`config.mk`:
```
export PLATFORM = sky130hd
export DESIGN_NAME = pidc_csr
export DESIGN_NICKNAME = d
export VERILOG_FILES = /design/src/hw/rtl/pidc_pkg.sv /design/src/hw/rtl/pidc_csr.sv
export SDC_FILE = /design/constraint.sdc
export NUM_CORES = 1
export LEC_CHECK = 0
export ABC_AREA = 1
export BUFFER_PORTS_ARGS = -buffer_cell sky130_fd_sc_hd__buf_2
export CAP_MARGIN = 40
export CORE_MARGIN = 1.5
export CORE_UTILIZATION = 45
export CTS_CLUSTER_DIAMETER = 30
export CTS_CLUSTER_SIZE = 30
export DETAILED_ROUTE_END_ITERATION = 16
export PLACE_DENSITY = 0.72
export SLEW_MARGIN = 20
export SYNTH_ARGS = -nofsm -noshare
export SYNTH_HDL_FRONTEND = slang
export SYNTH_SLANG_ARGS = --single-unit
```
`constraint.sdc`:
```
create_clock -name clock -period 1.85 [get_ports clock]
set_clock_uncertainty 0.05 [all_clocks]
set_input_delay 0.0925 -clock clock [delete_from_list [all_inputs] [get_ports clock]]
set_output_delay 0.0925 -clock clock [all_outputs]
set_load 0.02 [all_outputs]
```
`src/hw/rtl/pidc_pkg.sv`:
```
// Shared types, codes and helpers for the PID controller step block.
package pidc_pkg;

   // Register indexes on the configuration port
   localparam int unsigned CSR_IDX_W = 3;
   localparam logic [CSR_IDX_W-1:0] REG_KP_GAIN      = 3'd0;
   localparam logic [CSR_IDX_W-1:0] REG_KI_GAIN      = 3'd1;
   localparam logic [CSR_IDX_W-1:0] REG_KD_GAIN      = 3'd2;
   localparam logic [CSR_IDX_W-1:0] REG_WIND_MIN     = 3'd3;
   localparam logic [CSR_IDX_W-1:0] REG_WIND_MAX     = 3'd4;
   localparam logic [CSR_IDX_W-1:0] REG_CLAMP_ENABLE = 3'd5;

   // Datapath command codes issued by the sequencer
   localparam int unsigned CMD_W = 4;
   localparam logic [CMD_W-1:0] CMD_NONE      = 4'd0;
   localparam logic [CMD_W-1:0] CMD_LOAD      = 4'd1;
   localparam logic [CMD_W-1:0] CMD_MUL_KDT   = 4'd2;
   localparam logic [CMD_W-1:0] CMD_KDT_SAT   = 4'd3;
   localparam logic [CMD_W-1:0] CMD_MUL_INC   = 4'd4;
   localparam logic [CMD_W-1:0] CMD_ACC_SUM   = 4'd5;
   localparam logic [CMD_W-1:0] CMD_ACC_CLAMP = 4'd6;
   localparam logic [CMD_W-1:0] CMD_MUL_P     = 4'd7;
   localparam logic [CMD_W-1:0] CMD_P_SAVE    = 4'd8;
   localparam logic [CMD_W-1:0] CMD_MUL_D     = 4'd9;
   localparam logic [CMD_W-1:0] CMD_MAG_SAVE  = 4'd10;
   localparam logic [CMD_W-1:0] CMD_DIV_INIT  = 4'd11;
   localparam logic [CMD_W-1:0] CMD_DIV_STEP  = 4'd12;
   localparam logic [CMD_W-1:0] CMD_FINISH    = 4'd13;

   typedef logic [CMD_W-1:0] pidc_cmd_type;

   // Derivative divider: quotient bits produced one per step
   localparam int unsigned DIV_STEPS = 49;
   localparam int unsigned DIV_CNT_W = $clog2(DIV_STEPS);
   localparam logic [DIV_STEPS-1:0] D_LIMIT = {1'b1, {(DIV_STEPS-1){1'b0}}};

   // Width of the wide signed values handed to the saturator
   localparam int unsigned WIDE_W = 66;

   typedef struct packed {
      logic signed [31:0] kp_gain;
      logic signed [31:0] ki_gain;
      logic signed [31:0] kd_gain;
      logic signed [31:0] wind_min;
      logic signed [31:0] wind_max;
      logic               clamp_enable;
   } pidc_cfg_type;

   typedef struct packed {
      logic div_skip;   // no divider steps needed for this beat
      logic rsp_busy;   // result register holds a stalled beat
   } pidc_stat_type;

   // True when a wide signed value lies outside the signed 32-bit range
   function automatic logic pidc_ovf32(input logic signed [WIDE_W-1:0] v);
      return !((&v[WIDE_W-1:31]) || !(|v[WIDE_W-1:31]));
   endfunction

   // Saturate a wide signed value to the signed 32-bit range
   function automatic logic signed [31:0] pidc_sat32(input logic signed [WIDE_W-1:0] v);
      logic signed [31:0] res;
      if (!pidc_ovf32(v)) begin
         res = v[31:0];
      end else if (v[WIDE_W-1]) begin
         res = {1'b1, {31{1'b0}}};
      end else begin
         res = {1'b0, {31{1'b1}}};
      end
      return res;
   endfunction

endpackage

```
`src/hw/rtl/pidc_csr.sv`:
```
// Configuration registers of the PID controller step block.
module pidc_csr
   import pidc_pkg::*;
(
   input  logic                 clock,
   input  logic                 reset,
   input  logic                 csr_wr_en,
   input  logic [CSR_IDX_W-1:0] csr_index,
   input  logic [31:0]          csr_wdata,
   output pidc_cfg_type         cfg
);

   pidc_cfg_type cfg_ff;
   pidc_cfg_type cfg_in;

   // Decode the write; unknown indexes drop the beat
   always_comb begin
      cfg_in = cfg_ff;
      if (csr_wr_en) begin
         unique case (csr_index)
            REG_KP_GAIN:      cfg_in.kp_gain      = csr_wdata;
            REG_KI_GAIN:      cfg_in.ki_gain      = csr_wdata;
            REG_KD_GAIN:      cfg_in.kd_gain      = csr_wdata;
            REG_WIND_MIN:     cfg_in.wind_min     = csr_wdata;
            REG_WIND_MAX:     cfg_in.wind_max     = csr_wdata;
            REG_CLAMP_ENABLE: cfg_in.clamp_enable = csr_wdata[0];
            default:          cfg_in = cfg_ff;
         endcase
      end
   end

   always_ff @(posedge clock) begin
      if (reset) begin
         cfg_ff.kp_gain      <= '0;
         cfg_ff.ki_gain      <= '0;
         cfg_ff.kd_gain      <= '0;
         cfg_ff.wind_min     <= {1'b1, {31{1'b0}}};
         cfg_ff.wind_max     <= {1'b0, {31{1'b1}}};
         cfg_ff.clamp_enable <= 1'b1;
      end else begin
         cfg_ff <= cfg_in;
      end
   end

   assign cfg = cfg_ff;

endmodule

```
# [After elaboration in Yosys (flattened, before gate mapping)]
# Index checks and enable logic that the tools add are counted.
[word_totals] regBits=161 inputBits=38 output_inout_bits=161 word_cells=18
[classes] eq_ne=5 reduce_logical=7
[ops] op="$reduce_and A2 Y1" n=6
[ops] op="$eq A3 B2 Y1 const B" n=2
[ops] op="$eq A3 B3 Y1 const B" n=2
[ops] op="$eq A3 B1 Y1 const B" n=1
[ops] op="$logic_not A3 Y1" n=1

# [Depth between registers and ports, before layout]
# Gate-level depths: netlist of run 1.
[depth] depth_word=2 ltp_mapped=7 ltp_nobuf=5

# [Worst setup path before layout of run 1]
# Ideal clock, no wire load.
[synth_timing] path_type="input -> register" start="input port csr_wr_en" end="register cfg_ff, in the netlist cfg[129]" setup_time_ns=0.113 t_arrival_ns=0.767 required_time_ns=1.687 path_slack_ns=0.920 cell_stages=7 n_path_buf=2 cell_sequence="inv_2 > nor2_4 > buf_4 > buf_2 > nand3_1 > nand2_1 > nor2_1"
[synth_via] elab_chain_cells=1
[synth_rtl] item="start: declaration" line_no="pidc_csr.sv:7" rtl="input logic csr_wr_en,"
[synth_rtl] item="$reduce_and A2 Y1 (no line)"
[synth_rtl] item="end signal: assignment" line_no="pidc_csr.sv:41" rtl="cfg_ff <= cfg_in;"
[synth_rtl] item="end: declaration" line_no="pidc_csr.sv:13" rtl="pidc_cfg_type cfg_ff;"
# Every way passes these cells.
# A chain may end at the register's enable or synchronous reset.

==> flow_summary.yaml, run 1 <==
routing:
  dr.pass1.iters: 5
  via_per_inst: 4.95
  wl_per_cell_um: 14.7
  antenna_left: 0
  first_iter_violations: 573
  via_count: 6377
  wirelength_um: 19000
  drc: 0
yosys:
  synth-adder-area-share: 0
  ys_seq_elements: 161
  synth.net_count: 925
  synth_area_mm2: 0.00622
  synth_top_family_by_area: "simple AND/OR/NAND/NOR gates"
  syn_avg_cell_area_um2: 7.01
  yosysWarnings: 0
  synth_compound_area_frac: 0.00161
  synth_seq_area_share: 0.518
  synth_cell_type_count: 13
  syn_inst: 887
  yosys.area_share.simple: 0.413
  synthXorXnorAreaFrac: 0
  synthMuxAreaShare: 0
global_route:
  grt_usage: 0.263
  grt_pass1_wl_um: 29500
  grt_max_degree: 65
  grt_pass1_vias: 5704
  grt.overflow.total: 0
  antenna_found_initial: 0
floorplan:
  io_pins: 199
  row_count: 42
  die_w_um: 121
  die_y_um: 121
  die_area_mm2: 0.0145
  core_area_mm2: 0.0133
  start_util: 0.466
place:
  place_congestion: 0.828
  dp_hpwl_um: 12300
  dp_slack_ns: 0.572
  io_buffer_count: 198
  post_dp_cell_area_mm2: 0.00740
  placedCellCount: 1223
cells_and_area:
  layout.nets: 1137
  final_area_mm2: 0.00831
  fillers: 1233
  n_antenna_cell: 0
  largest_reg_flops: 161
  final_cell_count_no_fill: 1288
  syn2layout_area_growth_pct: 33.6
  seqCellArea_mm2: 0.00322
  multi_input_area_mm2: 0.00260
  post-route-util: 0.623
  drive_above_1_share: 0.236
setup_path:
  endpoint_kind: "flip-flop"
  crit_fanout: 64
  critPathLaunchType: "input pin"
  path_class: "in2reg"
  reg2reg_slack_ns: 1.19
  crit_arrival_ns: 1.57
  required_ns: 2.16
sta:
  fmax_mhz: 789
  finalWorstSetupSlack_ns: 0.582
  rsz0062_at_grt: "false"
  layout_min_cycle_time_ns: 1.27
  finalSetupViolCount: 0
  finalHoldViolCount: 0
  tns_ns: 0
  finalCritPeriodShare: 0.685
  maxSlewHeadroom: 0.737
  holdWs_ns: 0.0184
  worst_pin_slew_ns: 0.395
  slew_violations: 0
power:
  power_mw: 8.04
  power_density_mw_per_mm2: 967
  peakVddDrop_v: 0.000577
  p_leak_nw: 4.15
clock_tree:
  clock-root-buffer: "clkbuf_16"
  h-tree-depth: 4
  cts_tree: "done"
  cts_buffer_depth: 2
  cts.reportedPaths.clkPinSlew_ns: 0.06
  numCtsBuffers: 17
  cts_sinks: 161
  insertion_delay_ns: 0.43
run_status:
  outcome: "completed"
hold_path:
  worstHoldPathType: "in2reg"
flow_run:
  max_cap_violations: 0
==> worst max-delay path, cell delays in order <==
cell           delay, ns
dlygate4sd3_1       0.53
buf_2               0.14
inv_4               0.26
buf_12              0.31
nand2_1             0.10
nor2_1              0.12
==> layout by cell type, fill, tap and decap left out, types with 2 or more instances in the layout <==
master         synthesis  routed
nor2_1               258     256
nand2_1              198     198
buf_2                 33     198
nand3_1              162     162
dfxtp_1              161     161
inv_1                 34      34
dlygate4sd3_1          0      33
buf_4                  1      18
clkbuf_16              0      17
clkbuf_8               0       7
nor2_2                 6       5
inv_2                  5       4
nor2_4                 1       4
clkbuf_1              14       4
buf_12                 0       4
clkinv_2               0       3
o21ai_0                2       2
==> area by class of cell <==
type / instances / share of cell area
flip-flops and latches: 161 / 0.388
multi-input cells: 627 / 0.313
repair buffers: 253 / 0.185
clock buffers: 28 / 0.0646
well taps: 176 / 0.0265
inverters: 39 / 0.0179
clock inverters: 4 / 0.00542
==> report_power, final <==
part	total, mW	internal [mW]	switching [mW]
registers	3.66	3.59	0.0671
logic	0.946	0.325	0.621
clock network	3.43	2.10	1.33
==> cell families after synthesis <==
family	count (synthesis)
buffers and inverters	99
AOI/OAI and AO/OA	2
and+or+nand+nor	625
DFF	161
==> Yosys cell counts (all sizes together) <==
master  number  share of area
nand2      198           0.12
inv         39          0.024
nor2       265           0.16
o21ai        2         0.0016
buf         46          0.035
nand3      162           0.13
dfxtp      161           0.52
clkbuf      14         0.0084
==> layer usage <==
| metal | vias up | track usage | wire (µm) |
|---|---|---|---|
| met4 | 0 | 0.118 | 488 |
| met2 | 267 | 0.409 | 8920 |
| met1 | 2893 | 0.345 | 8190 |
| li1 | 3179 | - | - |
| met3 | 38 | 0.0651 | 1380 |
| met5 | - | 0 | 0 |
==> what timing repair did <==
item / CTS / global route
hold buffers: 33 / 0
buffers inserted: 0 / 0
gates resized for setup: 0 / 0
endpoints found under the hold margin: 33 / 0
==> final timing paths <==
check                     endpoint  cells after the start                   from
max          cfg[101]$_SDFFE_PP0P_                      6                  reset
min           cfg[44]$_SDFFE_PP0P_                      5           csr_index[2]
max reg2reg  cfg[141]$_SDFFE_PP0P_                      2  cfg[141]$_SDFFE_PP0P_
min reg2reg    cfg[1]$_SDFFE_PP1P_                      2    cfg[1]$_SDFFE_PP1P_
Note: power is estimated with default switching activity, not from simulation.
==> run 2, diff against run 1 <==
--- a/config.mk
+++ b/config.mk
@@ -5,7 +5,7 @@
 export SDC_FILE = /design/constraint.sdc
 export NUM_CORES = 1
 export LEC_CHECK = 0
-export ABC_AREA = 1
+export ABC_AREA = 0
 export BUFFER_PORTS_ARGS = -buffer_cell sky130_fd_sc_hd__buf_2
 export CAP_MARGIN = 40
 export CORE_MARGIN = 1.5
@@ -13,7 +13,7 @@
 export CTS_CLUSTER_DIAMETER = 30
 export CTS_CLUSTER_SIZE = 30
 export DETAILED_ROUTE_END_ITERATION = 16
-export PLACE_DENSITY = 0.72
+export PLACE_DENSITY = 0.75
 export SLEW_MARGIN = 20
 export SYNTH_ARGS = -nofsm -noshare
 export SYNTH_HDL_FRONTEND = slang
==> constraint.sdc (replaced) <==
create_clock -name clock -period 1.1 [get_ports clock]
set_clock_uncertainty 0.05 [all_clocks]
set_input_delay 0.055 -clock clock [delete_from_list [all_inputs] [get_ports clock]]
set_output_delay 0.055 -clock clock [all_outputs]
set_load 0.02 [all_outputs]
==> flow_summary.yaml, run 2 <==
run_status:
  outcome: "completed"
place:
  place_congestion: 0.768
  io_buffer_count: 198
  dp_slack_ns: -0.170
  dp_hpwl_um: 10900
sta:
  holdWs_ns: 0.104
  layout_min_cycle_time_ns: 1.08
  maxSlewHeadroom: 0.777
  slew_violations: 0
  worst_pin_slew_ns: 0.334
  fmax_mhz: 929
  finalCritPeriodShare: 0.979
  finalSetupViolCount: 0
  rsz0062_at_grt: "false"
  finalWorstSetupSlack_ns: 0.0233
  finalHoldViolCount: 0
flow_run:
  max_cap_violations: 0
yosys:
  yosysWarnings: 0
  synth_commonest_cells: "dfxtp_1, mux2i_1, nand2b_1"
  syn_avg_cell_area_um2: 10.6
  synth-edff-count: 0
  ys_seq_elements: 161
  synth_area_leaders: "dfxtp_1, mux2i_1, nand2b_1"
  synth_area_mm2: 0.00635
  synth_top_area_share: 0.507
  synth_cell_type_count: 15
  synth_seq_area_share: 0.507
  synth_top_area_cell: "dfxtp_1"
  synth.net_count: 636
  syn_inst: 598
  synth-main-ff-cell: "dfxtp_1"
  ys_async_sr_fraction: 0
cells_and_area:
  layout_commonest_cell: "buf_2"
  layout.nets: 864
  fillers: 1062
  final_cell_mix: "buf_2, mux2i_1, dfxtp_1"
  largest_reg_flops: 161
  syn2layout_area_growth_pct: 36.2
  n_antenna_cell: 0
  multi_input_area_mm2: 0.00298
  post-route-util: 0.626
  seqCellArea_mm2: 0.00322
  drive_above_1_share: 0.305
setup_path:
  crit_fanout: 2
  crit_family: "flip-flops"
  crit_slowest_cell: "dfxtp_1"
  required_ns: 1.00
  crit_arrival_ns: 0.97
  path_class: "reg2out"
  endpoint_kind: "output port"
  cp_slowest_stage_delay_ns: 0.37
  critPathLaunchType: "flip-flop"
  reg2reg_slack_ns: 0.39
  path_buf_inv: 1
  path_cells: "buf_2"
clock_tree:
  cts.reportedPaths.clkPinSlew_ns: 0.06
  cts_buffer_depth: 2
  post_cts_buffers: 0
  cts_tree: "done"
  insertion_delay_ns: 0.42
  cts_sinks: 161
  clock-root-buffer: "clkbuf_16"
  numCtsBuffers: 17
  h-tree-depth: 4
routing:
  dr.pass1.iters: 4
  wirelength_um: 15900
  via_count: 4933
  wl_per_cell_um: 15.6
  drc: 0
  via_per_inst: 4.84
  antenna_left: 0
  first_iter_violations: 235
floorplan:
  die_area_mm2: 0.0148
  start_util: 0.460
  core_area_mm2: 0.0138
  row_count: 43
  die_w_um: 122
  die_y_um: 122
  io_pins: 199
power:
  peakVddDrop_v: 0.000949
  seqPwrFrac: 0.459
  power_mw: 13.1
  p_leak_nw: 4.23
  p_int_mw: 9.99
  power_frac_comb: 0.087
  power_density_mw_per_mm2: 1520
  swShare: 0.239
  p_switching_mw: 3.15
  power_frac_clock: 0.454
global_route:
  grt_pass1_vias: 5044
  grt.overflow.total: 0
  grt_pass1_wl_um: 24900
  grt_usage: 0.218
  antenna_found_initial: 0
  grt_max_degree: 61
hold_path:
  worstHoldPathType: "in2reg"
## run 2: logic make-up (layout without fill, tap and decap cells)
kind of cell / count (synthesis) / count (layout) / synth area share
multiplexers: 161 / 161 / 0.254
AND/OR/NAND/NOR: 233 / 233 / 0.209
flip-flops: 161 / 161 / 0.507
buffers and inverters: 43 / 284 / 0.0305
## run 2: path summary, 6_finish.rpt
kind,start,end,depth (start not counted)
hold / removal,csr_index[2],cfg[0]$_SDFFE_PP1P_,4
setup / recovery,cfg[54]$_SDFFE_PP0P_,cfg[54],1
setup reg to reg,cfg[20]$_SDFFE_PP1P_,cfg[20]$_SDFFE_PP1P_,2
hold reg to reg,cfg[125]$_SDFFE_PP0P_,cfg[125]$_SDFFE_PP0P_,2
## run 2: what timing repair did
action                     in CTS  in global routing
hold buffers                   33                  0
gates resized for setup         0                 14
hold endpoints to repair      158                  0
setup endpoints to repair       0                 13
## run 2: worst register-to-register path: cells and delay by family, from the launching register on
family / cells / cell delay (ns)
and+or+nand+nor: 1 / 0.13
DFF: 1 / 0.33
muxes: 1 / 0.08
## run 2: routing by layer
layer	vias up	global-route usage	wire length, µm
li1	2420	-	-
met3	21	0.0707	917
met2	139	0.367	7840
met4	0	0.0831	279
met1	2353	0.259	6880
met5	-	0	0
## run 2: final cells by class
| type | instances | share of cell area |
|---|---|---|
| repair buffers | 252 | 0.188 |
| clock inverters | 13 | 0.0172 |
| multi-input cells | 394 | 0.344 |
| flip-flops and latches | 161 | 0.372 |
| well taps | 180 | 0.0260 |
| clock buffers | 19 | 0.0523 |
## run 2: power groups by stage
stage / registers, mW / logic [mW] / clock network (mW)
floorplan: 6.31 / 0.484 / 0
global route: 6.04 / 1.23 / 6.32
finish: 6.03 / 1.14 / 5.97
global placement: 6.15 / 1.02 / 0
detailed placement: 6.16 / 1.05 / 0
CTS: 6.03 / 1.14 / 6.08
## run 2: through the flow
step                instance area [µm²]  std cells  setup TNS [ns]
finish                             8660       1019               0
global route                       8660       1019               0
CTS                                8620       1019               0
global placement                   7690        954           -7.74
detailed placement                 7690        954          -10.90
floorplan                          6360        598          -0.269
