File: config.mk
export PLATFORM = sky130hd
export DESIGN_NAME = pidc_datapath
export DESIGN_NICKNAME = d
export VERILOG_FILES = /design/src/hw/rtl/pidc_pkg.sv /design/src/hw/rtl/pidc_datapath.sv
export SDC_FILE = /design/constraint.sdc
export NUM_CORES = 2
export LEC_CHECK = 0
export ABC_CLOCK_PERIOD_IN_PS = 22200
export BUFFER_PORTS_ARGS = -buffer_cell sky130_fd_sc_hd__buf_2
export CAP_MARGIN = 20
export CORE_MARGIN = 2
export CORE_UTILIZATION = 40
export CTS_BUF_LIST = sky130_fd_sc_hd__clkbuf_8
export CTS_CLUSTER_SIZE = 24
export DETAILED_ROUTE_END_ITERATION = 8
export HOLD_SLACK_MARGIN = 0.12
export PLACE_DENSITY = 0.53
export SYNTH_ARGS = -nofsm -noshare
export SYNTH_HDL_FRONTEND = slang
export SYNTH_SLANG_ARGS = --single-unit
File: constraint.sdc
create_clock -name clock -period 22.2 [get_ports clock]
set_input_delay 4.44 -clock clock [delete_from_list [all_inputs] [get_ports clock]]
set_output_delay 4.44 -clock clock [all_outputs]
set_load 0.01 [all_outputs]
File: src/hw/rtl/pidc_pkg.sv
// Shared types, codes and helpers for the PID controller step block.
package pidc_pkg;

   // Register indexes on the configuration port
   localparam int unsigned CSR_IDX_W = 3;
   localparam logic [CSR_IDX_W-1:0] REG_KP_GAIN      = 3'd0;
   localparam logic [CSR_IDX_W-1:0] REG_KI_GAIN      = 3'd1;
   localparam logic [CSR_IDX_W-1:0] REG_KD_GAIN      = 3'd2;
   localparam logic [CSR_IDX_W-1:0] REG_WIND_MIN     = 3'd3;
   localparam logic [CSR_IDX_W-1:0] REG_WIND_MAX     = 3'd4;
   localparam logic [CSR_IDX_W-1:0] REG_CLAMP_ENABLE = 3'd5;

   // Datapath command codes issued by the sequencer
   localparam int unsigned CMD_W = 4;
   localparam logic [CMD_W-1:0] CMD_NONE      = 4'd0;
   localparam logic [CMD_W-1:0] CMD_LOAD      = 4'd1;
   localparam logic [CMD_W-1:0] CMD_MUL_KDT   = 4'd2;
   localparam logic [CMD_W-1:0] CMD_KDT_SAT   = 4'd3;
   localparam logic [CMD_W-1:0] CMD_MUL_INC   = 4'd4;
   localparam logic [CMD_W-1:0] CMD_ACC_SUM   = 4'd5;
   localparam logic [CMD_W-1:0] CMD_ACC_CLAMP = 4'd6;
   localparam logic [CMD_W-1:0] CMD_MUL_P     = 4'd7;
   localparam logic [CMD_W-1:0] CMD_P_SAVE    = 4'd8;
   localparam logic [CMD_W-1:0] CMD_MUL_D     = 4'd9;
   localparam logic [CMD_W-1:0] CMD_MAG_SAVE  = 4'd10;
   localparam logic [CMD_W-1:0] CMD_DIV_INIT  = 4'd11;
   localparam logic [CMD_W-1:0] CMD_DIV_STEP  = 4'd12;
   localparam logic [CMD_W-1:0] CMD_FINISH    = 4'd13;

   typedef logic [CMD_W-1:0] pidc_cmd_type;

   // Derivative divider: quotient bits produced one per step
   localparam int unsigned DIV_STEPS = 49;
   localparam int unsigned DIV_CNT_W = $clog2(DIV_STEPS);
   localparam logic [DIV_STEPS-1:0] D_LIMIT = {1'b1, {(DIV_STEPS-1){1'b0}}};

   // Width of the wide signed values handed to the saturator
   localparam int unsigned WIDE_W = 66;

   typedef struct packed {
      logic signed [31:0] kp_gain;
      logic signed [31:0] ki_gain;
      logic signed [31:0] kd_gain;
      logic signed [31:0] wind_min;
      logic signed [31:0] wind_max;
      logic               clamp_enable;
   } pidc_cfg_type;

   typedef struct packed {
      logic div_skip;   // no divider steps needed for this beat
      logic rsp_busy;   // result register holds a stalled beat
   } pidc_stat_type;

   // True when a wide signed value lies outside the signed 32-bit range
   function automatic logic pidc_ovf32(input logic signed [WIDE_W-1:0] v);
      return !((&v[WIDE_W-1:31]) || !(|v[WIDE_W-1:31]));
   endfunction

   // Saturate a wide signed value to the signed 32-bit range
   function automatic logic signed [31:0] pidc_sat32(input logic signed [WIDE_W-1:0] v);
      logic signed [31:0] res;
      if (!pidc_ovf32(v)) begin
         res = v[31:0];
      end else if (v[WIDE_W-1]) begin
         res = {1'b1, {31{1'b0}}};
      end else begin
         res = {1'b0, {31{1'b1}}};
      end
      return res;
   endfunction

endpackage

File: src/hw/rtl/pidc_datapath.sv
// Datapath: shared multiplier, integral state, restoring divider, result register.
module pidc_datapath
   import pidc_pkg::*;
(
   input  logic                clock,
   input  logic                reset,
   input  pidc_cfg_type        cfg,
   input  pidc_cmd_type        cmd,
   output pidc_stat_type       stat,
   input  logic signed [31:0]  req_error_sample,
   input  logic [31:0]         req_step_time,
   output logic                rsp_valid,
   input  logic                rsp_stall,
   output logic signed [31:0]  rsp_drive_value,
   output logic                rsp_out_saturated
);

   // Item operands
   logic signed [31:0]        err_ff, err_in;
   logic [31:0]               dt_ff, dt_in;
   logic signed [31:0]        avg_ff, avg_in;
   logic signed [32:0]        diff_ff, diff_in;
   // Loop state
   logic signed [31:0]        last_err_ff, last_err_in;
   logic signed [31:0]        integ_ff, integ_in;
   // Intermediate terms
   logic signed [WIDE_W-1:0]  prod_ff, prod_in;
   logic signed [31:0]        kdt_ff, kdt_in;
   logic signed [31:0]        acc_ff, acc_in;
   logic signed [49:0]        p_ff, p_in;
   logic                      neg_ff, neg_in;
   logic [63:0]               mag_ff, mag_in;
   // Divider
   logic [31:0]               rem_ff, rem_in;
   logic [DIV_STEPS-1:0]      quo_ff, quo_in;
   // Result register
   logic                      rsp_valid_ff, rsp_valid_in;
   logic signed [31:0]        rsp_drive_ff, rsp_drive_in;
   logic                      rsp_sat_ff, rsp_sat_in;

   logic signed [32:0]        mul_a;
   logic signed [32:0]        mul_b;
   logic signed [32:0]        err_ext;
   logic signed [32:0]        prev_ext;
   logic signed [32:0]        pair_sum;
   logic signed [WIDE_W-1:0]  acc_sum;
   logic signed [31:0]        clamp_lo;
   logic [WIDE_W-1:0]         prod_mag;
   logic                      dt_zero;
   logic                      div_ovf;
   logic [32:0]               trial;
   logic [32:0]               trial_sub;
   logic                      trial_ge;
   logic [DIV_STEPS-1:0]      q_lim;
   logic signed [WIDE_W-1:0]  d_term;
   logic signed [WIDE_W-1:0]  y_sum;

   // Pick multiplier operands for the current step
   always_comb begin
      unique case (cmd)
         CMD_MUL_KDT: begin
            mul_a = {cfg.ki_gain[31], cfg.ki_gain};
            mul_b = {1'b0, dt_ff};
         end
         CMD_MUL_INC: begin
            mul_a = {kdt_ff[31], kdt_ff};
            mul_b = {avg_ff[31], avg_ff};
         end
         CMD_MUL_P: begin
            mul_a = {cfg.kp_gain[31], cfg.kp_gain};
            mul_b = {err_ff[31], err_ff};
         end
         CMD_MUL_D: begin
            mul_a = {cfg.kd_gain[31], cfg.kd_gain};
            mul_b = diff_ff;
         end
         default: begin
            mul_a = '0;
            mul_b = '0;
         end
      endcase
   end

   assign err_ext  = {req_error_sample[31], req_error_sample};
   assign prev_ext = {last_err_ff[31], last_err_ff};
   assign pair_sum = err_ext + prev_ext;

   assign acc_sum  = {{(WIDE_W-32){integ_ff[31]}}, integ_ff}
                   + {{16{prod_ff[WIDE_W-1]}}, prod_ff[WIDE_W-1:16]};
   assign clamp_lo = (acc_ff < cfg.wind_min) ? cfg.wind_min : acc_ff;
   assign prod_mag = prod_ff[WIDE_W-1] ? (WIDE_W'(0) - prod_ff) : prod_ff;

   assign dt_zero  = (dt_ff == '0);
   assign div_ovf  = ({17'd0, mag_ff[63:DIV_STEPS]} >= dt_ff);

   assign trial     = {rem_ff, quo_ff[DIV_STEPS-1]};
   assign trial_sub = trial - {1'b0, dt_ff};
   assign trial_ge  = (trial >= {1'b0, dt_ff});

   // Limit the derivative magnitude, restore the sign, sum the three terms
   assign q_lim  = (quo_ff > D_LIMIT) ? D_LIMIT : quo_ff;
   assign d_term = neg_ff ? (WIDE_W'(0) - {{(WIDE_W-DIV_STEPS){1'b0}}, q_lim})
                          : {{(WIDE_W-DIV_STEPS){1'b0}}, q_lim};
   assign y_sum  = {{(WIDE_W-50){p_ff[49]}}, p_ff}
                 + {{(WIDE_W-32){integ_ff[31]}}, integ_ff}
                 + d_term;

   // Next values of all datapath registers
   always_comb begin
      err_in       = err_ff;
      dt_in        = dt_ff;
      avg_in       = avg_ff;
      diff_in      = diff_ff;
      last_err_in  = last_err_ff;
      integ_in     = integ_ff;
      prod_in      = prod_ff;
      kdt_in       = kdt_ff;
      acc_in       = acc_ff;
      p_in         = p_ff;
      neg_in       = neg_ff;
      mag_in       = mag_ff;
      rem_in       = rem_ff;
      quo_in       = quo_ff;
      rsp_drive_in = rsp_drive_ff;
      rsp_sat_in   = rsp_sat_ff;
      rsp_valid_in = rsp_valid_ff && rsp_stall;
      unique case (cmd)
         CMD_LOAD: begin
            err_in      = req_error_sample;
            dt_in       = req_step_time;
            avg_in      = pair_sum[32:1];
            diff_in     = err_ext - prev_ext;
            last_err_in = req_error_sample;
         end
         CMD_MUL_KDT, CMD_MUL_INC, CMD_MUL_P, CMD_MUL_D: begin
            prod_in = WIDE_W'(mul_a) * WIDE_W'(mul_b);
         end
         CMD_KDT_SAT: begin
            kdt_in = pidc_sat32({{16{prod_ff[WIDE_W-1]}}, prod_ff[WIDE_W-1:16]});
         end
         CMD_ACC_SUM: begin
            acc_in = pidc_sat32(acc_sum);
         end
         CMD_ACC_CLAMP: begin
            if (cfg.clamp_enable) begin
               integ_in = (clamp_lo > cfg.wind_max) ? cfg.wind_max : clamp_lo;
            end else begin
               integ_in = acc_ff;
            end
         end
         CMD_P_SAVE: begin
            p_in = prod_ff[WIDE_W-1:16];
         end
         CMD_MAG_SAVE: begin
            neg_in = prod_ff[WIDE_W-1];
            mag_in = prod_mag[63:0];
         end
         CMD_DIV_INIT: begin
            priority if (dt_zero) begin
               quo_in = '0;
            end else if (div_ovf) begin
               quo_in = D_LIMIT;
            end else begin
               rem_in = {17'd0, mag_ff[63:DIV_STEPS]};
               quo_in = mag_ff[DIV_STEPS-1:0];
            end
         end
         CMD_DIV_STEP: begin
            rem_in = trial_ge ? trial_sub[31:0] : trial[31:0];
            quo_in = {quo_ff[DIV_STEPS-2:0], trial_ge};
         end
         CMD_FINISH: begin
            rsp_drive_in = pidc_sat32(y_sum);
            rsp_sat_in   = pidc_ovf32(y_sum);
            rsp_valid_in = 1'b1;
         end
         default: begin
            rsp_valid_in = rsp_valid_ff && rsp_stall;
         end
      endcase
   end

   // Loop state and result valid take reset; payload registers do not
   always_ff @(posedge clock) begin
      if (reset) begin
         last_err_ff  <= '0;
         integ_ff     <= '0;
         rsp_valid_ff <= 1'b0;
      end else begin
         last_err_ff  <= last_err_in;
         integ_ff     <= integ_in;
         rsp_valid_ff <= rsp_valid_in;
      end
   end

   always_ff @(posedge clock) begin
      err_ff       <= err_in;
      dt_ff        <= dt_in;
      avg_ff       <= avg_in;
      diff_ff      <= diff_in;
      prod_ff      <= prod_in;
      kdt_ff       <= kdt_in;
      acc_ff       <= acc_in;
      p_ff         <= p_in;
      neg_ff       <= neg_in;
      mag_ff       <= mag_in;
      rem_ff       <= rem_in;
      quo_ff       <= quo_in;
      rsp_drive_ff <= rsp_drive_in;
      rsp_sat_ff   <= rsp_sat_in;
   end

   assign stat.div_skip = dt_zero || div_ovf;
   assign stat.rsp_busy = rsp_valid_ff && rsp_stall;

   assign rsp_valid         = rsp_valid_ff;
   assign rsp_drive_value   = rsp_drive_ff;
   assign rsp_out_saturated = rsp_sat_ff;

endmodule

## Yosys cells after proc, flatten, opt, wreduce, memory -nomap -nowiden

Cells that the tools add are included.

- Bits in registers: 553
- Bits in latches: 0
- Memory bits (writable): 0
- Bits in read-only memories: 0
- Bits of input ports: 232
- Output and inout port bits: 36
- Word-level logic and storage cells: 87
- Memories kept: 0

- Add/sub/neg operators: 8
- $mul: 1
- Div/mod/pow operators: 0
- Order comparisons: 5
- Eq/ne operators: 15
- Shift operators: 0
- Multiplexer cells: 22
- Bitwise logic cells: 0
- Reduce and logical (&&, ||, !) cells: 19

Operators by type and width:

| kind | number |
|---|---|
| 2-to-1 mux 32 bit | 12 |
| one-hot mux 33 bit (4 select lines) | 2 |
| 2-to-1 mux 49 bit | 3 |
| one-hot mux 49 bit (2 select lines) | 1 |
| AND reduction 35 bit | 2 |
| OR reduction 35 bit | 2 |
| adder 66 bit | 1 |
| multiplier 33 x 33 -> 66 bit | 1 |
| 2-to-1 mux 66 bit | 1 |
| 2-to-1 mux 64 bit | 1 |
| one-hot mux 32 bit (2 select lines) | 1 |
| subtractor 1 x 64 -> 64 bit (first input constant) | 1 |
| adder 32 x 50 -> 51 bit | 1 |
| adder 50 x 32 -> 51 bit | 1 |
| subtractor 1 x 49 -> 50 bit (first input constant) | 1 |
| > comparator 49 bit (second input constant) | 1 |
| adder 32 x 32 -> 33 bit | 1 |
| >= comparator 33 x 32 -> 1 bit | 1 |
| subtractor 32 x 32 -> 33 bit | 1 |
| >= comparator 15 x 32 -> 1 bit | 1 |
| > comparator 32 bit | 1 |
| logical NOT 32 bit | 1 |
| < comparator 32 bit | 1 |
| subtractor 32 bit | 1 |
| 14 further kinds | 30 |

## Logic depth before layout (Yosys ltp)

- Depth after elaboration: 9
- Gate-level depth with buffers: 39
- Depth with buffers taken out: 33

## Worst setup path after synthesis

Ideal clock, no wire load.

- Kind: in2reg
- Start: in cmd[2]
- End: reg prod_ff[59] (data pin)
- Setup time: 258 ps
- Arrival: 13,854 ps
- Data required time: 21,942 ps
- Path slack: 8,088 ps
- Stages on the path: 32
- Buffers on the path: 4
- Cell sequence: clkbuf_1 nand2b_1 nor3_1 clkbuf_1 clkbuf_1 a22oi_1 nand2_1 clkbuf_1 nand2_1 inv_1 fa_1 fa_1 fa_1 fa_1 fa_1 fa_1 fa_1 inv_1 fa_1 inv_1 ha_1 a21o_1 a21oi_1 nand2_1 a21o_1 a21o_1 a211oi_1 a21oi_1 or2_2 a31o_2 a21oi_1 xnor2_1

- Longest elaborated chain between the ends: 3
- Elaborated cells on any way between the ends: 7
- Those cells by class: mul: 1; eq/ne: 4; mux: 2

Ends and longest elaborated chain:

| what | line | RTL |
|---|---|---|
| from (decl) | pidc_datapath.sv:8 | `input pidc_cmd_type cmd,` |
| == test 4 bit (tied with other cells) | pidc_datapath.sv:60 | `unique case (cmd)` |
| one-hot mux 33 bit (4 select lines) | pidc_datapath.sv:60 |  |
| multiplier 33 x 33 -> 66 bit (*) | pidc_datapath.sv:136 | `prod_in = WIDE_W'(mul_a) * WIDE_W'(mul_b);` |
| to (signal assigned) | pidc_datapath.sv:201 | `prod_ff <= prod_in;` |
| to (decl) | pidc_datapath.sv:27 | `logic signed [WIDE_W-1:0] prod_ff, prod_in;` |

Every way passes the cells marked *; elsewhere a longest branch is shown, timed or not.
A chain may end at the register's enable or synchronous reset.

## Worst setup path after layout

- Start: in cmd[1]
- End: reg prod_ff[62] (data pin)

Same word-level chain as after synthesis.

==> flow_summary.toml <==
[outcome]
status = "completed"

[clock_network]
hold_buffers = 0
htree_levels = 3
clock_latency_ps = 920
cts_resized = 0
path_clk_slew_ps = 70
clock-sinks = 553
cts_buffers = 101
cts_buffer_depth = 3
cts_root_buffer = "clkbuf_8"
cts_tree = "built"
post_cts_buffers = 0

[die]
dieWidth_um = 440.5
dieArea_sq_um = 194100
num_rows = 160
ioPinCount = 268
die_y_um = 440.5
core-area_sq_um = 189800
start_util_pct = 40.17

[yosys]
synth-edff-count = 488
synth_seq_cells = 553
ys_seq_area_share_pct = 20.93
synthTopCellsByCount = "1,308 x inv_1, 1,128 x fa_1, 984 x nand2_1"
synth.largest_area_cell = "fa_1"
synthMostInstantiatedCell = "inv_1"
ys_top_cells_by_area = "fa_1 30%, edfxtp_1 19%, ha_1 8.9%"
syn_area_per_cell_sq_um = 9.191
ys_async_sr_fraction_pct = 0
dominantRegCellSynth = "edfxtp_1"
ys_warn_count = 0
syn_nets = 10198
syn-cell-area_sq_um = 76230
netlist.area_leader.share_pct = 29.62
ys_types = 91
netlist_instances = 8294

[timing]
hold_violations = 0
relSlewSlack_pct = 23.50
fin_crit_ps = 14600
setup_viol = 0
setup-tns-final_ps = 0
fin_crit_sh_pct = 65.75
slew_viol_final = 0
clock_skew_ps = 132.7
clock.fmax_mhz = 68.51
rsz0062_at_grt = "false"
worst-slew-pin-transition_ps = 1147

[place]
port_buffers = 267
place_area_sq_um = 80680
dp_hpwl_um = 226400
routabilityCongestion = 0.9902

[critical_path]
cpLargestDelayFamily = "adder cells"
worstSetupPathType = "primary input to flop"
worstPathRequired_ps = 22810
crit_path_top_delay_cell = "nand2_1"
slowest_delay_ps = 810
startpoint_type = "primary input"
cp_num_buf_inv = 7
path_common_cell = "fa_1"
crit_path_max_fanout = 42
critPathArrivalTime_ps = 15200
endpoint_kind = "flop"

[pwr]
vdd_drop_max_mv = 0.04874
p_per_area_nw_per_um2 = 50.21
p_leak_nw = 38.40

[finish]
syn2layout_area_growth_pct = 8.672
drive_above_1_share_pct = 8.572
fin_area_sq_um = 82840
layout.nets = 10345

[routing]
ant_nets = 0
avgRoutedWirePerCell_um = 25.86
drcViolationCount = 0
avgViaCountPerCell = 5.571
vias = 61535
dr.pass1.iters = 6
drt_iter0_markers = 4754
drt-total-wl_um = 285600

[global_routing]
grt_pass1_wl_um = 420400
antenna_found_initial = 17
grt_pass1_vias = 63580
grt_overflow_total = 0
grt_use_total_pct = 29.50
grt_max_degree = 95

[run]
drv_cap = 0

[worst_hold_path]
hp-class = "flop to flop"
worst min-delay path, cell delays in order (launching register included):
cell	delay, ps
dfxtp_1	330
nand2_1	60
a21oi_1	50
state kept, by name (all words and copies together) (netlist names), 33 cells and up:
register,flops
prod_ff,66
diff_ff,33
mag_ff,64
p_ff,50
quo_ff,49
cell families (layout without fill, tap and decap cells):
family	after synthesis	in the layout	share of synthesized area (%)
flops	553	553	20.93
compound gates	1448	1448	12.50
other cells	0	6	0
xor+xnor	363	363	4.171
simple gates	2475	2475	14.16
mux	93	93	1.303
buf+inv	1690	1924	8.376
fa+ha+maj	1672	1672	38.55
path summary, 6_finish.rpt:
path / cells after the start / slack, ps / startpoint / end
max: 33 / 7600 / cmd[1] / prod_ff[62]
min reg2reg: 2 / 480 / last_err_ff[2] / last_err_ff[2]
max reg2reg: 26 / 11960 / quo_ff[3] / rsp_drive_value[29]
min: 2 / 480 / last_err_ff[2] / last_err_ff[2]
report_power, final:
group | internal (mW) | total [mW] | switching [mW]
sequential | 1.25 | 1.33 | 0.0741
clock | 0.517 | 1.04 | 0.518
combinational | 0.648 | 1.80 | 1.15
layout by cell type, fill, tap and decap left out, types with 72 or more instances in the layout:
cell / count
edfxtp_1: 488
nand2_1: 982
buf_2: 266
clkbuf_8: 110
xor2_1: 122
nor3_1: 76
a21oi_1: 385
nand3_1: 73
buf_4: 155
ha_1: 544
xnor2_1: 241
a21o_1: 198
and2_1: 81
o21ai_0: 276
nor2_1: 847
inv_1: 1332
a22oi_1: 128
fa_1: 1128
nand2b_1: 72
area by class of cell:
type | instances | area [sq um]
Timing Repair Buffer | 425 | 2582
Clock buffer | 110 | 1514
Clock inverter | 80 | 590.6
Sequential cell | 553 | 15960
Fill cell | 18754 | 106900
Antenna cell | 6 | 15.01
Inverter | 1309 | 4918
Tap cell | 2511 | 3142
Multi-Input combinational cell | 6051 | 54120
through the flow:
stage	power, mW	hold slack, ps	instances	setup WS (ps)	utilization, %
final	4.159	478.0	11045	7604	43.65
after global routing	4.410	496.6	11044	7127	43.65
after CTS	4.170	475.4	11037	7654	43.62
after detailed placement	3.124	465.9	10847	6714	42.51
after global placement	3.106	462.0	10843	6892	42.48
after floorplan	2.486	453.0	8294	8088	-
per-layer routing:
metal | up-vias | global-route usage (%) | wire length (um)
li1 | 27437 | - | -
met1 | 31049 | 35.60 | 109300
met2 | 2357 | 48.88 | 134800
met3 | 688 | 4.502 | 18730
met4 | 4 | 19.57 | 22690
met5 | - | 0 | 26
No activity file was read; power rests on OpenSTA's default activity.
