[src/hw/rtl/pidc_pkg.sv]
// Shared types, codes and helpers for the PID controller step block.
package pidc_pkg;

   // Register indexes on the configuration port
   localparam int unsigned CSR_IDX_W = 3;
   localparam logic [CSR_IDX_W-1:0] REG_KP_GAIN      = 3'd0;
   localparam logic [CSR_IDX_W-1:0] REG_KI_GAIN      = 3'd1;
   localparam logic [CSR_IDX_W-1:0] REG_KD_GAIN      = 3'd2;
   localparam logic [CSR_IDX_W-1:0] REG_WIND_MIN     = 3'd3;
   localparam logic [CSR_IDX_W-1:0] REG_WIND_MAX     = 3'd4;
   localparam logic [CSR_IDX_W-1:0] REG_CLAMP_ENABLE = 3'd5;

   // Datapath command codes issued by the sequencer
   localparam int unsigned CMD_W = 4;
   localparam logic [CMD_W-1:0] CMD_NONE      = 4'd0;
   localparam logic [CMD_W-1:0] CMD_LOAD      = 4'd1;
   localparam logic [CMD_W-1:0] CMD_MUL_KDT   = 4'd2;
   localparam logic [CMD_W-1:0] CMD_KDT_SAT   = 4'd3;
   localparam logic [CMD_W-1:0] CMD_MUL_INC   = 4'd4;
   localparam logic [CMD_W-1:0] CMD_ACC_SUM   = 4'd5;
   localparam logic [CMD_W-1:0] CMD_ACC_CLAMP = 4'd6;
   localparam logic [CMD_W-1:0] CMD_MUL_P     = 4'd7;
   localparam logic [CMD_W-1:0] CMD_P_SAVE    = 4'd8;
   localparam logic [CMD_W-1:0] CMD_MUL_D     = 4'd9;
   localparam logic [CMD_W-1:0] CMD_MAG_SAVE  = 4'd10;
   localparam logic [CMD_W-1:0] CMD_DIV_INIT  = 4'd11;
   localparam logic [CMD_W-1:0] CMD_DIV_STEP  = 4'd12;
   localparam logic [CMD_W-1:0] CMD_FINISH    = 4'd13;

   typedef logic [CMD_W-1:0] pidc_cmd_type;

   // Derivative divider: quotient bits produced one per step
   localparam int unsigned DIV_STEPS = 49;
   localparam int unsigned DIV_CNT_W = $clog2(DIV_STEPS);
   localparam logic [DIV_STEPS-1:0] D_LIMIT = {1'b1, {(DIV_STEPS-1){1'b0}}};

   // Width of the wide signed values handed to the saturator
   localparam int unsigned WIDE_W = 66;

   typedef struct packed {
      logic signed [31:0] kp_gain;
      logic signed [31:0] ki_gain;
      logic signed [31:0] kd_gain;
      logic signed [31:0] wind_min;
      logic signed [31:0] wind_max;
      logic               clamp_enable;
   } pidc_cfg_type;

   typedef struct packed {
      logic div_skip;   // no divider steps needed for this beat
      logic rsp_busy;   // result register holds a stalled beat
   } pidc_stat_type;

   // True when a wide signed value lies outside the signed 32-bit range
   function automatic logic pidc_ovf32(input logic signed [WIDE_W-1:0] v);
      return !((&v[WIDE_W-1:31]) || !(|v[WIDE_W-1:31]));
   endfunction

   // Saturate a wide signed value to the signed 32-bit range
   function automatic logic signed [31:0] pidc_sat32(input logic signed [WIDE_W-1:0] v);
      logic signed [31:0] res;
      if (!pidc_ovf32(v)) begin
         res = v[31:0];
      end else if (v[WIDE_W-1]) begin
         res = {1'b1, {31{1'b0}}};
      end else begin
         res = {1'b0, {31{1'b1}}};
      end
      return res;
   endfunction

endpackage

[src/hw/rtl/pidc_ctrl.sv]
// Sequencer: steps the datapath through one controller update per input beat.
module pidc_ctrl
   import pidc_pkg::*;
(
   input  logic          clock,
   input  logic          reset,
   input  logic          req_valid,
   output logic          req_stall,
   input  pidc_stat_type stat,
   output pidc_cmd_type  cmd
);

   localparam logic [3:0] S_IDLE      = 4'd0;
   localparam logic [3:0] S_MUL_KDT   = 4'd1;
   localparam logic [3:0] S_KDT_SAT   = 4'd2;
   localparam logic [3:0] S_MUL_INC   = 4'd3;
   localparam logic [3:0] S_ACC_SUM   = 4'd4;
   localparam logic [3:0] S_ACC_CLAMP = 4'd5;
   localparam logic [3:0] S_MUL_P     = 4'd6;
   localparam logic [3:0] S_P_SAVE    = 4'd7;
   localparam logic [3:0] S_MUL_D     = 4'd8;
   localparam logic [3:0] S_MAG_SAVE  = 4'd9;
   localparam logic [3:0] S_DIV_INIT  = 4'd10;
   localparam logic [3:0] S_DIV_STEP  = 4'd11;
   localparam logic [3:0] S_FINISH    = 4'd12;

   logic [3:0]           state_ff, state_in;
   logic [DIV_CNT_W-1:0] cnt_ff, cnt_in;
   logic                 accept;

   assign req_stall = (state_ff != S_IDLE);
   assign accept    = req_valid && !req_stall;

   // Advance the sequence and issue the matching datapath command
   always_comb begin
      state_in = state_ff;
      cnt_in   = cnt_ff;
      cmd      = CMD_NONE;
      unique case (state_ff)
         S_IDLE: begin
            if (accept) begin
               cmd      = CMD_LOAD;
               state_in = S_MUL_KDT;
            end
         end
         S_MUL_KDT: begin
            cmd      = CMD_MUL_KDT;
            state_in = S_KDT_SAT;
         end
         S_KDT_SAT: begin
            cmd      = CMD_KDT_SAT;
            state_in = S_MUL_INC;
         end
         S_MUL_INC: begin
            cmd      = CMD_MUL_INC;
            state_in = S_ACC_SUM;
         end
         S_ACC_SUM: begin
            cmd      = CMD_ACC_SUM;
            state_in = S_ACC_CLAMP;
         end
         S_ACC_CLAMP: begin
            cmd      = CMD_ACC_CLAMP;
            state_in = S_MUL_P;
         end
         S_MUL_P: begin
            cmd      = CMD_MUL_P;
            state_in = S_P_SAVE;
         end
         S_P_SAVE: begin
            cmd      = CMD_P_SAVE;
            state_in = S_MUL_D;
         end
         S_MUL_D: begin
            cmd      = CMD_MUL_D;
            state_in = S_MAG_SAVE;
         end
         S_MAG_SAVE: begin
            cmd      = CMD_MAG_SAVE;
            state_in = S_DIV_INIT;
         end
         S_DIV_INIT: begin
            cmd      = CMD_DIV_INIT;
            cnt_in   = '0;
            state_in = stat.div_skip ? S_FINISH : S_DIV_STEP;
         end
         S_DIV_STEP: begin
            cmd    = CMD_DIV_STEP;
            cnt_in = cnt_ff + 1'b1;
            if (cnt_ff == DIV_CNT_W'(DIV_STEPS - 1)) begin
               state_in = S_FINISH;
            end
         end
         S_FINISH: begin
            // hold until the result register is free
            if (!stat.rsp_busy) begin
               cmd      = CMD_FINISH;
               state_in = S_IDLE;
            end
         end
         default: begin
            state_in = S_IDLE;
         end
      endcase
   end

   always_ff @(posedge clock) begin
      if (reset) begin
         state_ff <= S_IDLE;
         cnt_ff   <= '0;
      end else begin
         state_ff <= state_in;
         cnt_ff   <= cnt_in;
      end
   end

endmodule

[config.mk]
export PLATFORM = sky130hd
export DESIGN_NAME = pidc_ctrl
export DESIGN_NICKNAME = d
export VERILOG_FILES = /design/src/hw/rtl/pidc_pkg.sv /design/src/hw/rtl/pidc_ctrl.sv
export SDC_FILE = /design/constraint.sdc
export NUM_CORES = 1
export LEC_CHECK = 0
export BUFFER_PORTS_ARGS = -buffer_cell sky130_fd_sc_hd__buf_2
export CORE_AREA = 2 2 39 41
export CTS_BUF_LIST = sky130_fd_sc_hd__clkbuf_4
export CTS_CLUSTER_DIAMETER = 100
export DETAILED_ROUTE_END_ITERATION = 7
export DIE_AREA = 0 0 41 43
export PLACE_DENSITY = 0.76
export SLEW_MARGIN = 20
export SYNTH_ARGS = -nofsm -noshare
export SYNTH_HDL_FRONTEND = slang
export SYNTH_SLANG_ARGS = --single-unit
[constraint.sdc]
create_clock -name clock -period 1.7 [get_ports clock]
set_input_delay 0.255 -clock clock [delete_from_list [all_inputs] [get_ports clock]]
set_output_delay 0.255 -clock clock [all_outputs]
set_load 0.05 [all_outputs]
# After elaboration in Yosys (flattened, before gate mapping)
# Cells that the tools add are included.
# classes
add_sub_neg	1
eq_ne	16
n_mux	9
reduce_logical	6
# ops
cell	count
$pmux W4 S13	2
$eq A4 B4 Y1 const B	5
$eq A4 B3 Y1 const B	4
$mux W4	4
$pmux W6 S2	1
$eq A4 B2 Y1 const B	2
$add A6 B1 Y6 const B	1
$eq A6 B6 Y1 const B	1
$ne A2 B2 Y1 const B	3
$eq A4 B1 Y1 const B	1
$logic_not A4 Y1	1
$reduce_bool A4 Y1	1
$mux W3	1
$reduce_and A3 Y1	1
$reduce_bool A2 Y1	1
$logic_and A1 B1 Y1	1
$logic_not A1 Y1	1
$mux W1	1
# word_totals
regBits	10
in_bits	5
out_inout_bits	5
elab_cells	34

# Depth between registers and ports, before layout
# Gate-level depths: netlist of run 1.
# logic_depth
ltp_word	5
ltp_mapped	6
depth_no_buf	6

# Least setup slack after synthesis of run 1
# Ideal clock, no wire load.
# synth_path
path_type	register to output
startpoint	register state_ff[1]
endpoint	output cmd[0]
arrival_ns	1.979
required_time_ns	1.445
slack_ns	-0.534
path_stages_with_launch	4
path_buffers	1
cell_sequence	dfxtp_1 buf_6 or2_2 a311oi_1
# synth_between
elab_chain_cells	5
word_cells_on_any_way	18
cone_classes	12 x eq/ne; 2 x mux; 4 x reduce/logical
# synth_lines
element	line_no	source
start: declaration	pidc_ctrl.sv:27	logic [3:0] state_ff, state_in;
start signal: assignment	pidc_ctrl.sv:112	state_ff <= state_in;
$reduce_bool A4 Y1	pidc_ctrl.sv:31	assign req_stall = (state_ff != S_IDLE);
$logic_not A1 Y1	pidc_ctrl.sv:32	assign accept = req_valid && !req_stall;
$logic_and A1 B1 Y1	pidc_ctrl.sv:32	
$mux W1	pidc_ctrl.sv:41	if (accept) begin
$pmux W4 S13 *	pidc_ctrl.sv:39	unique case (state_ff)
end: declaration	pidc_ctrl.sv:10	output pidc_cmd_type cmd
# Every way passes the cells marked *; elsewhere a longest branch is shown, timed or not.

# Worst setup path in the final report of run 1
# layout_path
startpoint	register state_ff[1]
endpoint	output req_stall
# layout_between
elab_chain_cells	1
# layout_lines
element	line_no	source
$reduce_bool A4 Y1	pidc_ctrl.sv:31	
end: declaration	pidc_ctrl.sv:8	output logic req_stall,
# Every way passes these cells.

==> results of run 1 <==
==> worst register-to-register path: stages (launching register included) <==
cell	delay, ns
dfxtp_4	0.36
buf_4	0.13
buf_4	0.14
and4b_1	0.39
a41oi_2	0.17
a311oi_2	0.25
==> layout make-up <==
type | instances | share of cell area, %
tap | 16 | 2.38
clock buffer | 3 | 2.68
sequential | 10 | 24.7
timing repair buffer | 17 | 14.3
inverter | 3 | 1.34
multi-input combinational | 70 | 54.5
==> kinds of logic (layout without fill, tap and decap cells) <==
kind of cell	after synthesis	in the layout	synth area share (%)
DFF	10	10	27.9
buffers and inverters	13	23	12.0
and+or+nand+nor	39	39	29.8
adders and majority gates	2	2	3.48
xor gates and xnor gates	1	1	1.22
AOI/OAI and AO/OA	28	28	25.6
==> final timing paths <==
check	from	end	slack [ns]	cells after the start
worst min-delay path	reset	state_ff[0]	0.29	2
worst max register to register	state_ff[1]	cnt_ff[5]	0.19	5
worst max-delay path	state_ff[1]	req_stall	0.05	3
worst min register to register	cnt_ff[2]	cnt_ff[2]	0.52	2
==> sequential cells by signal, summed over array words and instances, names as in the netlist <==
signal and flops:
state_ff 4, cnt_ff 6
==> placed cells by master, fill, tap and decap left out <==
cell type	n
a211oi_1	1
a21o_1	1
a21oi_1	9
a21oi_2	2
a221oi_1	1
a311oi_1	1
a311oi_2	2
a31oi_1	1
a41oi_2	1
and3_1	2
and3b_1	2
and4b_1	1
buf_2	6
buf_4	9
buf_6	2
clkbuf_4	3
dfxtp_1	6
dfxtp_2	3
dfxtp_4	1
ha_1	2
inv_1	3
nand2_1	13
nand3_1	2
nand3b_1	2
nand4b_1	3
nor2_1	7
nor3_1	1
nor4_2	1
o21ai_0	6
o21ai_1	1
o31ai_1	2
or2_4	1
or2b_1	1
or3_1	1
or3b_1	1
or4_4	1
xnor2_1	1
==> through the flow <==
step,cells,setup slack [ns]
2_1_floorplan,93,-0.0727
3_3_place_gp,114,0.208
3_5_place_dp,114,0.171
4_1_cts,119,0.00905
5_1_grt,119,0.00717
6_report,119,0.0515
==> timing repair <==
| action | CTS | global route |
|---|---|---|
| setup buffers | 2 | 0 |
| setup endpoints to repair | 5 | 4 |
| resized for setup | 8 | 7 |
==> power breakdown <==
part           internal (mW)  switching [mW]  total (mW)
combinational         0.0811           0.118       0.199
sequential             0.242          0.0140       0.256
clock                 0.0816          0.0767       0.158
==> routing by layer <==
metal,vias up,part of all wire (%),track usage [%]
met5,-,0,0
met4,0,1.7,10.0
met3,5,4.2,11.0
met2,9,48,30.0
met1,339,46,32.6
li1,356,-,-
==> impl_metrics.py, run 1 <==
metrics = {
    "clock_network": {
        "htree_levels": 1,
        "clock_latency_ns": 0.26,
        "clockBufferDepth": 2,
        "root_buffer": "clkbuf_4",
        "cts_sinks": 10,
        "postCtsHoldBufs": 0,
        "cts_tree": "yes",
        "cts_inserted_buffers": 3,
        "path_clk_slew_ns": 0.06,
    },
    "floorplanning": {
        "ios": 10,
        "row_count": 14,
        "die_y_um": 43,
        "initial_core_util_pct": 51.9,
        "dieWidth_um": 41,
        "fp.dieArea_mm2": 0.00176,
        "fp.coreArea_mm2": 0.00138,
    },
    "finish": {
        "stdcell_area_um2": 840,
        "nets": 112,
        "nFillCells": 136,
        "drive_above_1_share_pct": 31.1,
        "regArea_um2": 208,
        "synthToLayoutAreaGrowth_pct": 16.9,
        "diodes": 0,
        "final_core_util_pct": 60.7,
        "multi_input_area_um2": 458,
    },
    "route": {
        "drc": 0,
        "ant_nets": 0,
        "routed_via_density": 5.96,
        "dr.pass1.iters": 4,
        "drt-initial-drc-count": 6,
        "via_count": 709,
        "drt_wl_total_um": 1630,
        "wl_per_cell_um": 13.7,
    },
    "power": {
        "power.density_mw_per_mm2": 731,
        "peakVddDrop_mv": 0.387,
        "total_power_mw": 0.613,
        "p_leak_nw": 0.329,
    },
    "global_route": {
        "grt_start_max_net_pins": 14,
        "antenna_found_initial": 0,
        "track_usage_pct": 23.4,
        "grt_pass1_wl_um": 2720,
        "grt-ovfl-total": 0,
        "first_global_vias": 598,
    },
    "yosys": {
        "synth_cell_types": 33,
        "synth_area_um2": 718,
        "synthTopCellsByArea": "dfxtp_1, a21oi_1, nand2_1",
        "ys.flop_type": "dfxtp_1",
        "yosysSeqAreaShare_pct": 27.9,
        "yosysTopAreaCellShare_pct": 27.9,
        "synth_edf_count": 0,
        "syn_avg_cell_area_um2": 7.72,
        "yosys_warnings": 0,
        "yosys.area.top_type": "dfxtp_1",
        "synthArstFlopShare_pct": 0,
        "syn_inst": 93,
        "synth_common_cells": "nand2_1, a21oi_1, dfxtp_1",
        "yosysMostFrequentCell": "nand2_1",
        "synth-seq-cells": 10,
        "synth_nets": 100,
    },
    "sta": {
        "setup-tns-final_ns": 0,
        "fmaxAchievable_ghz": 0.607,
        "clock_skew_ns": 0.00522,
        "timing.final.crit_period_ns": 1.65,
        "hold_viol": 0,
        "rsz0062_at_grt": "no",
        "timing.hold.ws_ns": 0.291,
        "maxSlewHeadroom_pct": 76.5,
        "setup_viol": 0,
        "period_share_pct": 97.0,
        "tightest_slew_ns": 0.350,
        "drv_slew": 0,
    },
    "setup_path": {
        "slowest_stage": "or4_4",
        "critPathRequiredTime_ns": 1.44,
        "path_max_fanout": 4,
        "startpoint_type": "flop",
        "end_kind": "output port",
        "critical_path.cell_chain": "buf_4 -> or4_4 -> buf_6",
        "path_delay_family": "simple AND/OR/NAND/NOR gates",
        "path_class": "flop to output port",
        "slowest_delay_ns": 0.47,
        "crit_buf_inv": 2,
        "cp.arrival_ns": 1.39,
    },
    "outcome": {
        "status": "complete, no violations",
    },
    "job": {
        "drv_cap": 0,
    },
    "worst_hold_path": {
        "hp-class": "primary input to flop",
    },
    "place": {
        "placed_cell_area_um2": 763,
        "gp_congestion": 0.848,
        "dpl.hpwl_um": 1110,
        "io_buffer_count": 9,
    },
}
No activity file was read; power rests on OpenSTA's default activity.
==> run 2, diff against run 1 <==
==> constraint.sdc (replaced) <==
create_clock -name clock -period 1.6 [get_ports clock]
set_input_delay 0.24 -clock clock [delete_from_list [all_inputs] [get_ports clock]]
set_output_delay 0.24 -clock clock [all_outputs]
set_load 0.05 [all_outputs]
==> run 2 against run 1 <==
  * Clock power is 6% higher
  * Sequential cell count stayed put
  * Register-to-register slack worse by 0.09 ns
  * Global-route usage is 1.4 points higher
  * Total power is 13% higher
  * Design area is 13% higher
  * First-iteration DRC count is 67% higher
  * Critical endpoint unchanged
  * Clock skew is 0.0037 ns higher
  * Largest power group unchanged
  * Sequential power is 7% higher
  * Non-clock buffer count is 7 higher
  * The run now ends with setup timing left
  * Sequential share of layout area is 2.6 points lower
==> impl_metrics.py, run 2 (synthesis gave the netlist of run 1 again) <==
metrics = {
    "global_route": {
        "grt_util_met3_pct": 9.95,
        "grt_pass1_wl_um": 2900,
        "grt-ovfl-total": 0,
        "grt.busiest_layer": "met1",
        "use_met2_pct": 31.6,
        "grt_start_max_net_pins": 12,
        "antenna_found_initial": 0,
        "met1_usage_pct": 36.2,
        "track_usage_pct": 24.8,
        "first_global_vias": 631,
    },
    "finish": {
        "final_cell_mix": "nand2_1, buf_4, a21oi_1",
        "drive_above_1_share_pct": 38.2,
        "biggestRegsByFlops": "cnt_ff: 6 flops, state_ff: 4 flops",
        "fin_cells": 126,
        "synthToLayoutAreaGrowth_pct": 32.2,
        "regMostFlops": "cnt_ff",
        "diodes": 0,
        "nets": 119,
        "largest_reg_flops": 6,
        "nFillCells": 113,
    },
    "outcome": {
        "status": "complete, but fails checks",
        "violations": "setup timing",
    },
    "power": {
        "power.density_mw_per_mm2": 730,
        "internal_power_mw": 0.455,
        "sw_frac_of_total_pct": 34.4,
        "p_sw_mw": 0.239,
        "combPwrFrac_pct": 36.1,
        "pwr-share-clk_pct": 24.2,
        "total_power_mw": 0.693,
        "p_leak_nw": 0.377,
        "peakVddDrop_mv": 0.431,
        "seqPwrFrac_pct": 39.7,
    },
    "floorplanning": {
        "dieWidth_um": 41,
        "die_y_um": 43,
        "fp.coreArea_mm2": 0.00138,
        "initial_core_util_pct": 51.9,
        "ios": 10,
        "row_count": 14,
        "fp.dieArea_mm2": 0.00176,
    },
    "sta": {
        "period_share_pct": 103,
        "fmaxAchievable_ghz": 0.607,
        "timing.final.crit_period_ns": 1.65,
        "setup_slack_ns": -0.0465,
        "maxSlewHeadroom_pct": 79.8,
        "tightest_slew_ns": 0.303,
        "rsz0062_at_grt": "yes",
        "drv_slew": 0,
        "clock_skew_ns": 0.00890,
        "setup_viol": 3,
        "hold_viol": 0,
    },
    "place": {
        "dpl.hpwl_um": 1170,
        "io_buffer_count": 9,
        "pre_cts_slack_ns": 0.0487,
        "gp_congestion": 0.819,
        "place_inst": 116,
    },
    "clock_network": {
        "htree_levels": 1,
        "clockBufferDepth": 2,
        "cts_sinks": 10,
        "cts_tree": "yes",
        "cts_inserted_buffers": 3,
        "root_buffer": "clkbuf_4",
        "postCtsHoldBufs": 0,
        "clock_latency_ns": 0.27,
        "path_clk_slew_ns": 0.06,
    },
    "setup_path": {
        "end_kind": "output port",
        "slowest_stage": "or4_4",
        "path_max_fanout": 6,
        "r2r_slack_ns": 0.10,
        "cpMostUsedCell": "buf_8",
        "worstRegToRegCells": 6,
        "cp.arrival_ns": 1.41,
        "startpoint_type": "flop",
        "path_class": "flop to output port",
        "critical_path.cell_chain": "buf_8 -> or4_4 -> buf_8",
        "slowest_delay_ns": 0.48,
        "r2r_end": "state_ff[3]",
        "critPathRequiredTime_ns": 1.36,
        "rr_startpoint": "state_ff[1]",
    },
    "worst_hold_path": {
        "min_path_cells": 2,
        "worstHoldEndpoint": "cnt_ff[4]",
        "worstHoldStart": "reset",
        "hp-class": "primary input to flop",
    },
    "job": {
        "drv_cap": 0,
    },
    "route": {
        "drt_wl_total_um": 1870,
        "ant_nets": 0,
        "drc": 0,
        "wl_per_cell_um": 14.9,
        "drt-initial-drc-count": 10,
        "via_count": 752,
        "routed_via_density": 5.97,
        "dr.pass1.iters": 4,
    },
}
run 2: worst max-delay path by stage:
stage / from / endpoint / slack, ns / depth (start not counted)
4_1_cts: state_ff[1] / req_stall / -0.02 / 3
2_1_floorplan: state_ff[2] / req_stall / 0.0005 / 3
3_5_place_dp: state_ff[0] / cnt_ff[5] / 0.05 / 3
6_report: state_ff[3] / req_stall / -0.05 / 3
5_1_grt: state_ff[3] / cmd[2] / -0.09 / 6
3_3_place_gp: state_ff[0] / cnt_ff[5] / 0.11 / 3
run 2: through the flow:
step / TNS, ns / util, % / cell area [um2] / hold WS [ns]
floorplan: 0 / - / 743 / 0.419
global placement: 0 / 57.3 / 793 / 0.505
detailed placement: 0 / 57.3 / 793 / 0.506
CTS: -0.0220 / 63.6 / 880 / 0.288
global route: -0.267 / 68.6 / 950 / 0.279
finish: -0.0865 / 68.6 / 950 / 0.296
run 2: final cells by class:
| type | instances | area [um2] | area share, % |
|---|---|---|---|
| timing repair buffer | 24 | 204 | 21.5 |
| tap | 16 | 20.0 | 2.11 |
| sequential | 10 | 210 | 22.1 |
| inverter | 3 | 11.3 | 1.19 |
| multi-input combinational | 70 | 482 | 50.7 |
| clock buffer | 3 | 22.5 | 2.37 |
run 2: what timing repair did:
item / in CTS / in global routing
pin swaps: 1 / 3
setup buffers: 3 / 4
resized for setup: 16 / 13
endpoints found under the hold margin: 0 / 0
endpoints found under the setup margin: 5 / 5
run 2: routing by layer:
metal / part of all wire [%] / wire [um]
met3: 5.2 / 97
met4: 4.4 / 83
met2: 45 / 842
met5: 0 / 0
met1: 45 / 850
run 2: critical path, delay by kind of cell, from the launching register on:
kind                   cells  cell delay, ns
DFF                        1            0.36
and+or+nand+nor            1            0.48
buffers and inverters      2            0.29
run 2: power groups by stage:
| stage | sequential, mW | clock [mW] | combinational (mW) |
|---|---|---|---|
| 6_report | 0.275 | 0.168 | 0.250 |
| 5_1_grt | 0.276 | 0.195 | 0.262 |
| 4_1_cts | 0.274 | 0.175 | 0.232 |
| 3_5_place_dp | 0.277 | 0 | 0.191 |
| 3_3_place_gp | 0.276 | 0 | 0.187 |
| 2_1_floorplan | 0.266 | 0 | 0.158 |
